**src/hw/rtl/csi2_pkg.sv**
```systemverilog
// -----------------------------------------------------------------------------
// csi2_pkg - shared definitions of the packet frame extractor
// Field widths, result kind codes, register indexes and register reset values.
// -----------------------------------------------------------------------------
package csi2_pkg;

   // Field widths
   localparam int BYTE_W     = 8;
   localparam int KIND_W     = 2;
   localparam int FRAME_ID_W = 16;
   localparam int COUNT_W    = 17;
   localparam int CSR_IDX_W  = 2;

   // Result kinds
   localparam logic [KIND_W-1:0] KIND_PAYLOAD  = 2'd0;
   localparam logic [KIND_W-1:0] KIND_COMPLETE = 2'd1;
   localparam logic [KIND_W-1:0] KIND_ABANDON  = 2'd2;

   // Configuration register indexes
   localparam logic [CSR_IDX_W-1:0] REG_FRAME_START = 2'd0;
   localparam logic [CSR_IDX_W-1:0] REG_FRAME_END   = 2'd1;
   localparam logic [CSR_IDX_W-1:0] REG_RAW8        = 2'd2;

   // Register reset values
   localparam logic [BYTE_W-1:0] FRAME_START_RST = 8'd0;
   localparam logic [BYTE_W-1:0] FRAME_END_RST   = 8'd1;
   localparam logic [BYTE_W-1:0] RAW8_RST        = 8'd42;

   // Header byte positions
   localparam logic [1:0] HDR_TYPE  = 2'd0;
   localparam logic [1:0] HDR_WC_HI = 2'd1;
   localparam logic [1:0] HDR_WC_LO = 2'd2;
   localparam logic [1:0] HDR_ECC   = 2'd3;

   // Trailing CRC bytes of a long packet
   localparam logic [COUNT_W-1:0] CRC_BYTES = 17'd2;

   // Step of the byte counter
   localparam logic [COUNT_W-1:0] COUNT_ONE = 17'd1;

   // One result entry
   typedef struct packed {
      logic [KIND_W-1:0]     kind;
      logic [FRAME_ID_W-1:0] frame_id;
      logic [BYTE_W-1:0]     payload;
   } result_type;

endpackage

```
**src/hw/rtl/csi2_packet_frame_extractor_top.sv**
```systemverilog
// -----------------------------------------------------------------------------
// csi2_packet_frame_extractor_top - packet deframer for a CSI-2 style stream
// Parses 4-byte packet headers, tracks frames and streams kept RAW8 payload.
// -----------------------------------------------------------------------------
// The block takes one stream byte per request and accepts one in every cycle
// with ready high: header parsing, payload counting and frame tracking are one
// pass of combinational logic from the parser state registers to the result
// register. Each request yields at most one result: a payload byte (RAW8
// packet inside an open frame), a frame complete at frame end, or a frame
// abandoned when a new frame start or the buffer end (tlast) finds a frame
// still open. An output register and a skid register decouple the two sides, so
// ready only drops after two results are held back. The user must write the type
// codes through the csr port only while the block is idle; it is not enforced.
module csi2_packet_frame_extractor_top (
   input  logic        clock,
   input  logic        reset,
   // request channel
   input  logic        req_tvalid,
   output logic        req_tready,
   input  logic [7:0]  req_tdata,   // [7:0] stream_byte
   input  logic        req_tlast,   // buffer_end
   // result channel
   output logic        rsp_tvalid,
   input  logic        rsp_tready,
   output logic [23:0] rsp_tdata,   // [7:0] payload_byte, [23:8] frame_number
   output logic [1:0]  rsp_tuser,   // [1:0] result_kind
   // configuration write port
   input  logic        csr_we,
   input  logic [1:0]  csr_index,
   input  logic [7:0]  csr_wdata
);

   // Configuration registers
   logic [csi2_pkg::BYTE_W-1:0] frame_start_type_ff;
   logic [csi2_pkg::BYTE_W-1:0] frame_end_type_ff;
   logic [csi2_pkg::BYTE_W-1:0] raw8_type_ff;

   // Parser state
   logic [1:0]                      hdr_pos_ff, hdr_pos_in;
   logic [csi2_pkg::BYTE_W-1:0]     pkt_type_ff, pkt_type_in;
   logic [csi2_pkg::BYTE_W-1:0]     wc_high_ff, wc_high_in;
   logic [csi2_pkg::COUNT_W-1:0]    bytes_left_ff, bytes_left_in;
   logic                            in_frame_ff, in_frame_in;
   logic [csi2_pkg::FRAME_ID_W-1:0] frame_id_ff, frame_id_in;

   // Result staging
   logic                 out_valid_ff, skid_valid_ff;
   csi2_pkg::result_type out_ff, skid_ff;
   csi2_pkg::result_type res;
   logic                 res_have;

   logic [csi2_pkg::BYTE_W-1:0]     in_byte;
   logic [csi2_pkg::FRAME_ID_W-1:0] word_count;
   logic                            accept, pop;

   assign in_byte    = req_tdata;
   assign word_count = bytes_left_ff[csi2_pkg::FRAME_ID_W-1:0];
   assign req_tready = !skid_valid_ff;
   assign accept     = req_tvalid && req_tready;
   assign pop        = out_valid_ff && rsp_tready;

   // Write configuration registers
   always_ff @(posedge clock) begin
      if (reset) begin
         frame_start_type_ff <= csi2_pkg::FRAME_START_RST;
         frame_end_type_ff   <= csi2_pkg::FRAME_END_RST;
         raw8_type_ff        <= csi2_pkg::RAW8_RST;
      end else if (csr_we) begin
         case (csr_index)
            csi2_pkg::REG_FRAME_START: frame_start_type_ff <= csr_wdata;
            csi2_pkg::REG_FRAME_END:   frame_end_type_ff   <= csr_wdata;
            csi2_pkg::REG_RAW8:        raw8_type_ff        <= csr_wdata;
            default: ;
         endcase
      end
   end

   // Parse one stream byte: next parser state and optional result
   always_comb begin
      hdr_pos_in    = hdr_pos_ff;
      pkt_type_in   = pkt_type_ff;
      wc_high_in    = wc_high_ff;
      bytes_left_in = bytes_left_ff;
      in_frame_in   = in_frame_ff;
      frame_id_in   = frame_id_ff;
      res_have      = 1'b0;
      res.kind      = csi2_pkg::KIND_PAYLOAD;
      res.payload   = '0;
      res.frame_id  = '0;

      if (hdr_pos_ff == csi2_pkg::HDR_TYPE && bytes_left_ff != '0) begin
         // inside a long packet body: emit kept payload, skip CRC
         if (bytes_left_ff > csi2_pkg::CRC_BYTES && in_frame_ff
             && pkt_type_ff == raw8_type_ff) begin
            res_have     = 1'b1;
            res.kind     = csi2_pkg::KIND_PAYLOAD;
            res.payload  = in_byte;
            res.frame_id = frame_id_ff;
         end
         bytes_left_in = bytes_left_ff - csi2_pkg::COUNT_ONE;
      end else begin
         case (hdr_pos_ff)
            csi2_pkg::HDR_TYPE: begin
               pkt_type_in = in_byte;
               hdr_pos_in  = csi2_pkg::HDR_WC_HI;
            end
            csi2_pkg::HDR_WC_HI: begin
               wc_high_in = in_byte;
               hdr_pos_in = csi2_pkg::HDR_WC_LO;
            end
            csi2_pkg::HDR_WC_LO: begin
               bytes_left_in = {1'b0, wc_high_ff, in_byte};
               hdr_pos_in    = csi2_pkg::HDR_ECC;
            end
            default: begin
               // ECC byte: act on the completed header
               hdr_pos_in    = csi2_pkg::HDR_TYPE;
               bytes_left_in = '0;
               if (pkt_type_ff == frame_start_type_ff) begin
                  if (in_frame_ff) begin
                     res_have     = 1'b1;
                     res.kind     = csi2_pkg::KIND_ABANDON;
                     res.frame_id = frame_id_ff;
                  end
                  in_frame_in = 1'b1;
                  frame_id_in = word_count;
               end else if (pkt_type_ff == frame_end_type_ff) begin
                  if (in_frame_ff) begin
                     res_have     = 1'b1;
                     res.kind     = csi2_pkg::KIND_COMPLETE;
                     res.frame_id = frame_id_ff;
                     in_frame_in  = 1'b0;
                  end
               end else begin
                  bytes_left_in = {1'b0, word_count} + csi2_pkg::CRC_BYTES;
               end
            end
         endcase
      end

      // Buffer end: abandon an open frame, then return to reset state
      if (req_tlast) begin
         if (in_frame_in && !(res_have && res.kind == csi2_pkg::KIND_ABANDON)) begin
            res_have     = 1'b1;
            res.kind     = csi2_pkg::KIND_ABANDON;
            res.payload  = '0;
            res.frame_id = frame_id_in;
         end
         hdr_pos_in    = csi2_pkg::HDR_TYPE;
         pkt_type_in   = '0;
         wc_high_in    = '0;
         bytes_left_in = '0;
         in_frame_in   = 1'b0;
         frame_id_in   = '0;
      end
   end

   // Advance parser state on each accepted request
   always_ff @(posedge clock) begin
      if (reset) begin
         hdr_pos_ff    <= csi2_pkg::HDR_TYPE;
         pkt_type_ff   <= '0;
         wc_high_ff    <= '0;
         bytes_left_ff <= '0;
         in_frame_ff   <= 1'b0;
         frame_id_ff   <= '0;
      end else if (accept) begin
         hdr_pos_ff    <= hdr_pos_in;
         pkt_type_ff   <= pkt_type_in;
         wc_high_ff    <= wc_high_in;
         bytes_left_ff <= bytes_left_in;
         in_frame_ff   <= in_frame_in;
         frame_id_ff   <= frame_id_in;
      end
   end

   // Stage results: output register first, skid register when it is held
   always_ff @(posedge clock) begin
      if (reset) begin
         out_valid_ff  <= 1'b0;
         skid_valid_ff <= 1'b0;
      end else if (skid_valid_ff) begin
         if (pop) begin
            out_valid_ff  <= 1'b1;
            skid_valid_ff <= 1'b0;
         end
      end else if (accept && res_have) begin
         if (!out_valid_ff || pop) begin
            out_valid_ff <= 1'b1;
         end else begin
            skid_valid_ff <= 1'b1;
         end
      end else if (pop) begin
         out_valid_ff <= 1'b0;
      end
   end

   always_ff @(posedge clock) begin
      if (skid_valid_ff) begin
         if (pop) begin
            out_ff <= skid_ff;
         end
      end else if (accept && res_have) begin
         if (!out_valid_ff || pop) begin
            out_ff <= res;
         end else begin
            skid_ff <= res;
         end
      end
   end

   // Drive the result channel
   assign rsp_tvalid = out_valid_ff;
   assign rsp_tdata  = {out_ff.frame_id, out_ff.payload};
   assign rsp_tuser  = out_ff.kind;

endmodule
```
**config.mk**
```make
export PLATFORM = sky130hd
export DESIGN_NAME = csi2_packet_frame_extractor_top
export DESIGN_NICKNAME = d
export VERILOG_FILES = /design/src/hw/rtl/csi2_pkg.sv /design/src/hw/rtl/csi2_packet_frame_extractor_top.sv
export SDC_FILE = /design/constraint.sdc
export NUM_CORES = 1
export LEC_CHECK = 0
export BUFFER_PORTS_ARGS = -buffer_cell sky130_fd_sc_hd__buf_4
export CAP_MARGIN = 20
export CORE_MARGIN = 8
export CORE_UTILIZATION = 35
export CTS_CLUSTER_SIZE = 16
export DETAILED_ROUTE_END_ITERATION = 8
export PLACE_DENSITY = 0.62
export SYNTH_ARGS = -nofsm -noshare
export SYNTH_HDL_FRONTEND = slang
export SYNTH_SLANG_ARGS = --single-unit
```
**constraint.sdc**
```tcl
create_clock -name clock -period 10.46 [get_ports clock]
set_clock_uncertainty 0.05 [all_clocks]
set_input_delay 1.046 -clock clock [delete_from_list [all_inputs] [get_ports clock]]
set_output_delay 1.046 -clock clock [all_outputs]
set_load 0.02 [all_outputs]
```
# Yosys cells after proc, flatten, opt, wreduce, memory -nomap -nowiden
# Cells that the tools add are included.
# W data, S select, Z words.
# totals
reg_bits	130
word_cells	120
# classes
n_reduce_logical	32
muxes	54
n_bitwise	2
eq_ne	12
n_lt_le_gt_ge	1
addsub	2
# ops
operator	count
$mux W26	6
$mux W17	6
$mux W18	4
$mux W16	4
$mux W8	7
$pmux W17 S2	1
$eq A8 B8 Y1	3
$mux W24	1
$mux W1	22
$add A16 B2 Y17 const B	1
$gt A17 B2 Y1 const B	1
$reduce_bool A17 Y1	1
$sub A17 B1 Y17 const B	1
$reduce_and A3 Y1	5
$reduce_and A2 Y1	5
$reduce_bool A2 Y1	5
$logic_and A1 B1 Y1	8
$eq A2 B2 Y1 const B	3
$pmux W2 S3	1
$eq A2 B1 Y1 const B	2
$logic_not A2 Y1	2
$mux W2	2
$logic_not A1 Y1	3
$ne A3 B1 Y1 const B	1
other kinds (7)	8

# Longest topological paths before layout
# logic_depth
depth_word	14
mapped_depth	10
depth_no_buf	8

# Worst setup path before layout
# Ideal clock, no wire load.
# synth_timing
path_kind	reg2reg
startpoint	register bytes_left_ff[13] in the netlist's numbering
endpoint	register skid_ff[0] in the netlist's numbering (enable)
period_less_slack_ps	3680
setup_time_ps	418
t_arrival_ps	3212
slack_ps	6780
path_stages_with_launch	9
path_buffers	2
path_cell_list	dfxtp_1 > buf_6 > nor4_4 > nand4_4 > o31ai_4 > o211ai_2 > buf_6 > o21a_1 > a21oi_1
# synth_via
elab_chain_len	12
word_cells_on_any_way	17
# synth_rtl
item	line_no	text
start, declared	csi2_packet_frame_extractor_top.sv:42	logic [csi2_pkg::COUNT_W-1:0] bytes_left_ff, bytes_left_in;
start signal, assigned	csi2_packet_frame_extractor_top.sv:171	bytes_left_ff <= bytes_left_in;
$gt A17 B2 Y1	csi2_packet_frame_extractor_top.sv:93	if (bytes_left_ff > csi2_pkg::CRC_BYTES && in_frame_ff
$logic_and A1 B1 Y1	csi2_packet_frame_extractor_top.sv:93	
$logic_and A1 B1 Y1	csi2_packet_frame_extractor_top.sv:94	&& pkt_type_ff == raw8_type_ff) begin
$mux W1	csi2_packet_frame_extractor_top.sv:93	
$mux W1	csi2_packet_frame_extractor_top.sv:91	if (hdr_pos_ff == csi2_pkg::HDR_TYPE && bytes_left_ff != '0) begin
$logic_and A1 B1 Y1	csi2_packet_frame_extractor_top.sv:143	if (in_frame_in && !(res_have && res.kind == csi2_pkg::KIND_ABANDON)) begin
$logic_not A1 Y1	csi2_packet_frame_extractor_top.sv:143	
$logic_and A1 B1 Y1	csi2_packet_frame_extractor_top.sv:143	
$mux W1	csi2_packet_frame_extractor_top.sv:143	
$mux W1 *	csi2_packet_frame_extractor_top.sv:142	if (req_tlast) begin
$logic_and A1 B1 Y1 *	csi2_packet_frame_extractor_top.sv:203	end else if (accept && res_have) begin
$reduce_and A3 Y1 (no line) *	-	
end signal, assigned	csi2_packet_frame_extractor_top.sv:207	skid_ff <= res;
end, declared	csi2_packet_frame_extractor_top.sv:48	csi2_pkg::result_type out_ff, skid_ff;
# Every way passes the cells marked *; elsewhere a longest branch is shown, timed or not.
# A chain may end at the register's enable or synchronous reset.

# Worst setup path after layout
# layout_timing
startpoint	input port req_tvalid
endpoint	register bytes_left_ff[15] in the netlist's numbering
# layout_via
elab_chain_len	2
# layout_rtl
item	line_no	text
start, declared	csi2_packet_frame_extractor_top.sv:18	input logic req_tvalid,
$logic_and A1 B1 Y1	csi2_packet_frame_extractor_top.sv:59	assign accept = req_tvalid && req_tready;
$reduce_and A2 Y1 (no line)	-	
# Every way passes these cells.

==> impl_metrics.yaml <==
synth:
  synth-seq-area-share_pct: 45.4
  synth.most_common_cell: "sky130_fd_sc_hd__dfxtp_1"
  synth-main-ff-cell: "sky130_fd_sc_hd__dfxtp_1"
  netlist_area_um2: 6870
  syn_nets: 724
  synth-edff-count: 52
  post_synth_most_frequent_cells: "78 x sky130_fd_sc_hd__dfxtp_1, 56 x sky130_fd_sc_hd__nor2_1, 52 x sky130_fd_sc_hd__edfxtp_1"
  async_reset_ff_share_pct: 0
  mean_post_synth_cell_area_um2: 9.96
  synth_area_leaders: "sky130_fd_sc_hd__dfxtp_1 23%, sky130_fd_sc_hd__edfxtp_1 23%, sky130_fd_sc_hd__xnor2_1 4.7%, sky130_fd_sc_hd__mux2i_1 3.9%, sky130_fd_sc_hd__nor2_1 3.1%"
  yosys_warnings: 0
  synthCells: 690
  synth_largest_area_cell: "sky130_fd_sc_hd__dfxtp_1"
  flops_latches_synth: 130
  synthDistinctLibCells: 72
  netlist.area_leader.share_pct: 22.7
cts:
  ctsHtreeMaxLevel: 4
  insertion_delay_ps: 430
  cts_buffers: 17
  cts_buffer_depth: 2
  holdBufCountCts: 0
  cts-root-buf: "sky130_fd_sc_hd__clkbuf_16"
  clock-sinks: 130
  post-cts-setup-buffers: 0
  tritoncts_clock_tree: "yes"
  worst_setup_hold_path_clk_slew_ps: 60
  post_cts.resized_instances: 0
critical_path:
  cp_data_required_time_ps: 10760
  critical_path_peak_fanout: 14
  worstPathArrival_ps: 3500
  start_kind: "input pin"
  worstSetupPathType: "input pin to flip-flop"
  crit_path_end_kind: "flip-flop"
pwr:
  irDropWorstVdd_uv: 214
  share_seq_of_total_power_pct: 27.6
  netSwitchingFraction_pct: 43.6
  power_density_nw_per_um2: 294
  cellLeakagePower_nw: 2.92
  internal_power_mw: 1.33
  comb_power_share_pct: 45.9
  p_total_mw: 2.37
  power.clock.fraction_pct: 26.5
  power_switching_mw: 1.03
run_status:
  run_status: "complete, no violations"
floorplan:
  num_rows: 51
  num_io_pins: 52
  floorplan.die.width_um: 156
  core_area_um2: 19400
  die_area_um2: 24400
  floorplan.initialDensity_pct: 35.4
  floorplan.die.height_um: 156
global_route:
  grt_pass1_vias: 5311
  antenna_violations_before_repair: 0
  grt_overflow: 0
  grt_max_degree: 55
  grt_pass1_wl_um: 28900
  combined_global_route_utilization_of_all_metal_layers_pct: 15.1
timing:
  finalHoldViolations: 0
  setup_viol: 0
  worst-slew-pin-transition_ps: 1160
  grt_setup_unrepaired: "no"
  setup_total_negative_slack_ps: 0
  achievable-frequency_mhz: 313
  period_needed_ps: 3200
  ratio_of_final_minimum_period_to_clock_period_pct: 30.6
  timing.final.max_slew_violations: 0
  worst_slew_margin_rel_pct: 22.8
cells_and_area:
  postLayoutCellArea_um2: 8050
  antenna-diode-count: 0
  layout-area-overhead-vs-synth_pct: 17.1
  design.final.nets: 748
  layout-drive-gt1-share_pct: 19.9
  finish.utilization_pct: 41.5
routing:
  met2_length_um: 8230
  initialDrtViolationCount: 543
  via_count: 5396
  totalWireLength_um: 17800
  met3_wirelength_um: 1020
  final_antenna_net_count: 0
  maxUsedRoutingLayer: "met4"
  post_drt_wl_per_cell_um: 17.9
  detail_route.vias_per_cell: 5.44
  drt_first_pass_iters: 6
  drt-met1-wl_um: 8210
  drc_errors: 0
place:
  number_of_buffers_inserted_by_port_buffering: 51
  placed_area_um2: 7430
  place.detailed.hpwl_um: 12100
  replace_congestion: 0.918
run:
  timing.max_cap.violations: 0
worst_hold_path:
  hold_path_class: "flip-flop to flip-flop"
logic make-up after synthesis:
kind of cell	after synthesis	share of synthesized area, %
buf+inv	99	5.95
flops	130	45.4
mux	45	6.88
simple gates	188	14.8
xor+xnor	37	4.72
fa+ha+maj	10	1.82
compound gates	181	20.4
layer usage:
layer / up-vias / track usage, %
met2: 178 / 23.4
met4: 0 / 5.40
li1: 2600 / -
met3: 31 / 3.85
met1: 2587 / 20.1
met5: - / 0
power by group through the flow:
stage	sequential, mW	combinational [mW]	clock (mW)
floorplan	0.606	0.870	0
global placement	0.662	1.07	0
detailed placement	0.662	1.06	0
CTS	0.651	1.07	0.637
global route	0.660	1.19	0.660
finish	0.653	1.09	0.627
worst max-delay path: stages:
cell	delay, ps
sky130_fd_sc_hd__buf_4	90
sky130_fd_sc_hd__nand2b_1	280
sky130_fd_sc_hd__nor3_1	730
sky130_fd_sc_hd__o21ai_0	320
sky130_fd_sc_hd__nor2_1	630
sky130_fd_sc_hd__o21ai_0	220
sky130_fd_sc_hd__o22ai_1	170
placed cells by master (no fill, tap or decap), drive strengths merged, types with 8 or more instances in the layout:
master	instances
dfxtp	78
buf	58
nor2	56
inv	54
edfxtp	52
xnor2	37
o21ai	30
mux2i	27
nand2	27
a21oi	27
nand3	21
and2	19
o211ai	19
mux2	18
a22o	17
clkbuf	17
o221ai	16
nor3	13
a31oi	11
ha	10
nor2b	9
nand4	9
o22ai	8
a221oi	8
a31o	8
through the flow:
step	setup WS, ps	hold slack [ps]	instances
final	7260	437	992
after global routing	6990	465	992
after CTS	7320	438	992
after detailed placement	6880	426	960
after global placement	7080	419	960
after floorplan	6780	399	690
sequential cells by signal, indices dropped and copies added (netlist names):
register             flops
bytes_left_ff           17
frame_end_type_ff        8
frame_id_ff             16
frame_start_type_ff      8
hdr_pos_ff               2
in_frame_ff              1
pkt_type_ff              8
raw8_type_ff             8
rsp_tdata               24
rsp_tuser                2
rsp_tvalid               1
skid_ff                 26
skid_valid_ff            1
wc_high_ff               8
layout make-up:
class                      count  area, µm²
clock buffer                  17        425
clock inverter                15        191
inverter                      46        173
sequential                   130       3120
fill                        1943      11400
timing repair buffer          58        435
tap                          265        332
multi-input combinational    461       3370
path summary, 6_finish.rpt:
path | from | end | cells past startpoint | slack (ps)
setup / recovery | req_tvalid | bytes_left_ff[15] | 7 | 7260
hold reg to reg | frame_end_type_ff[0] | frame_end_type_ff[0] | 1 | 440
setup reg to reg | bytes_left_ff[1] | rsp_tdata[8] | 7 | 7300
hold / removal | frame_end_type_ff[0] | frame_end_type_ff[0] | 1 | 440
Power figures use the tool's default switching activity.
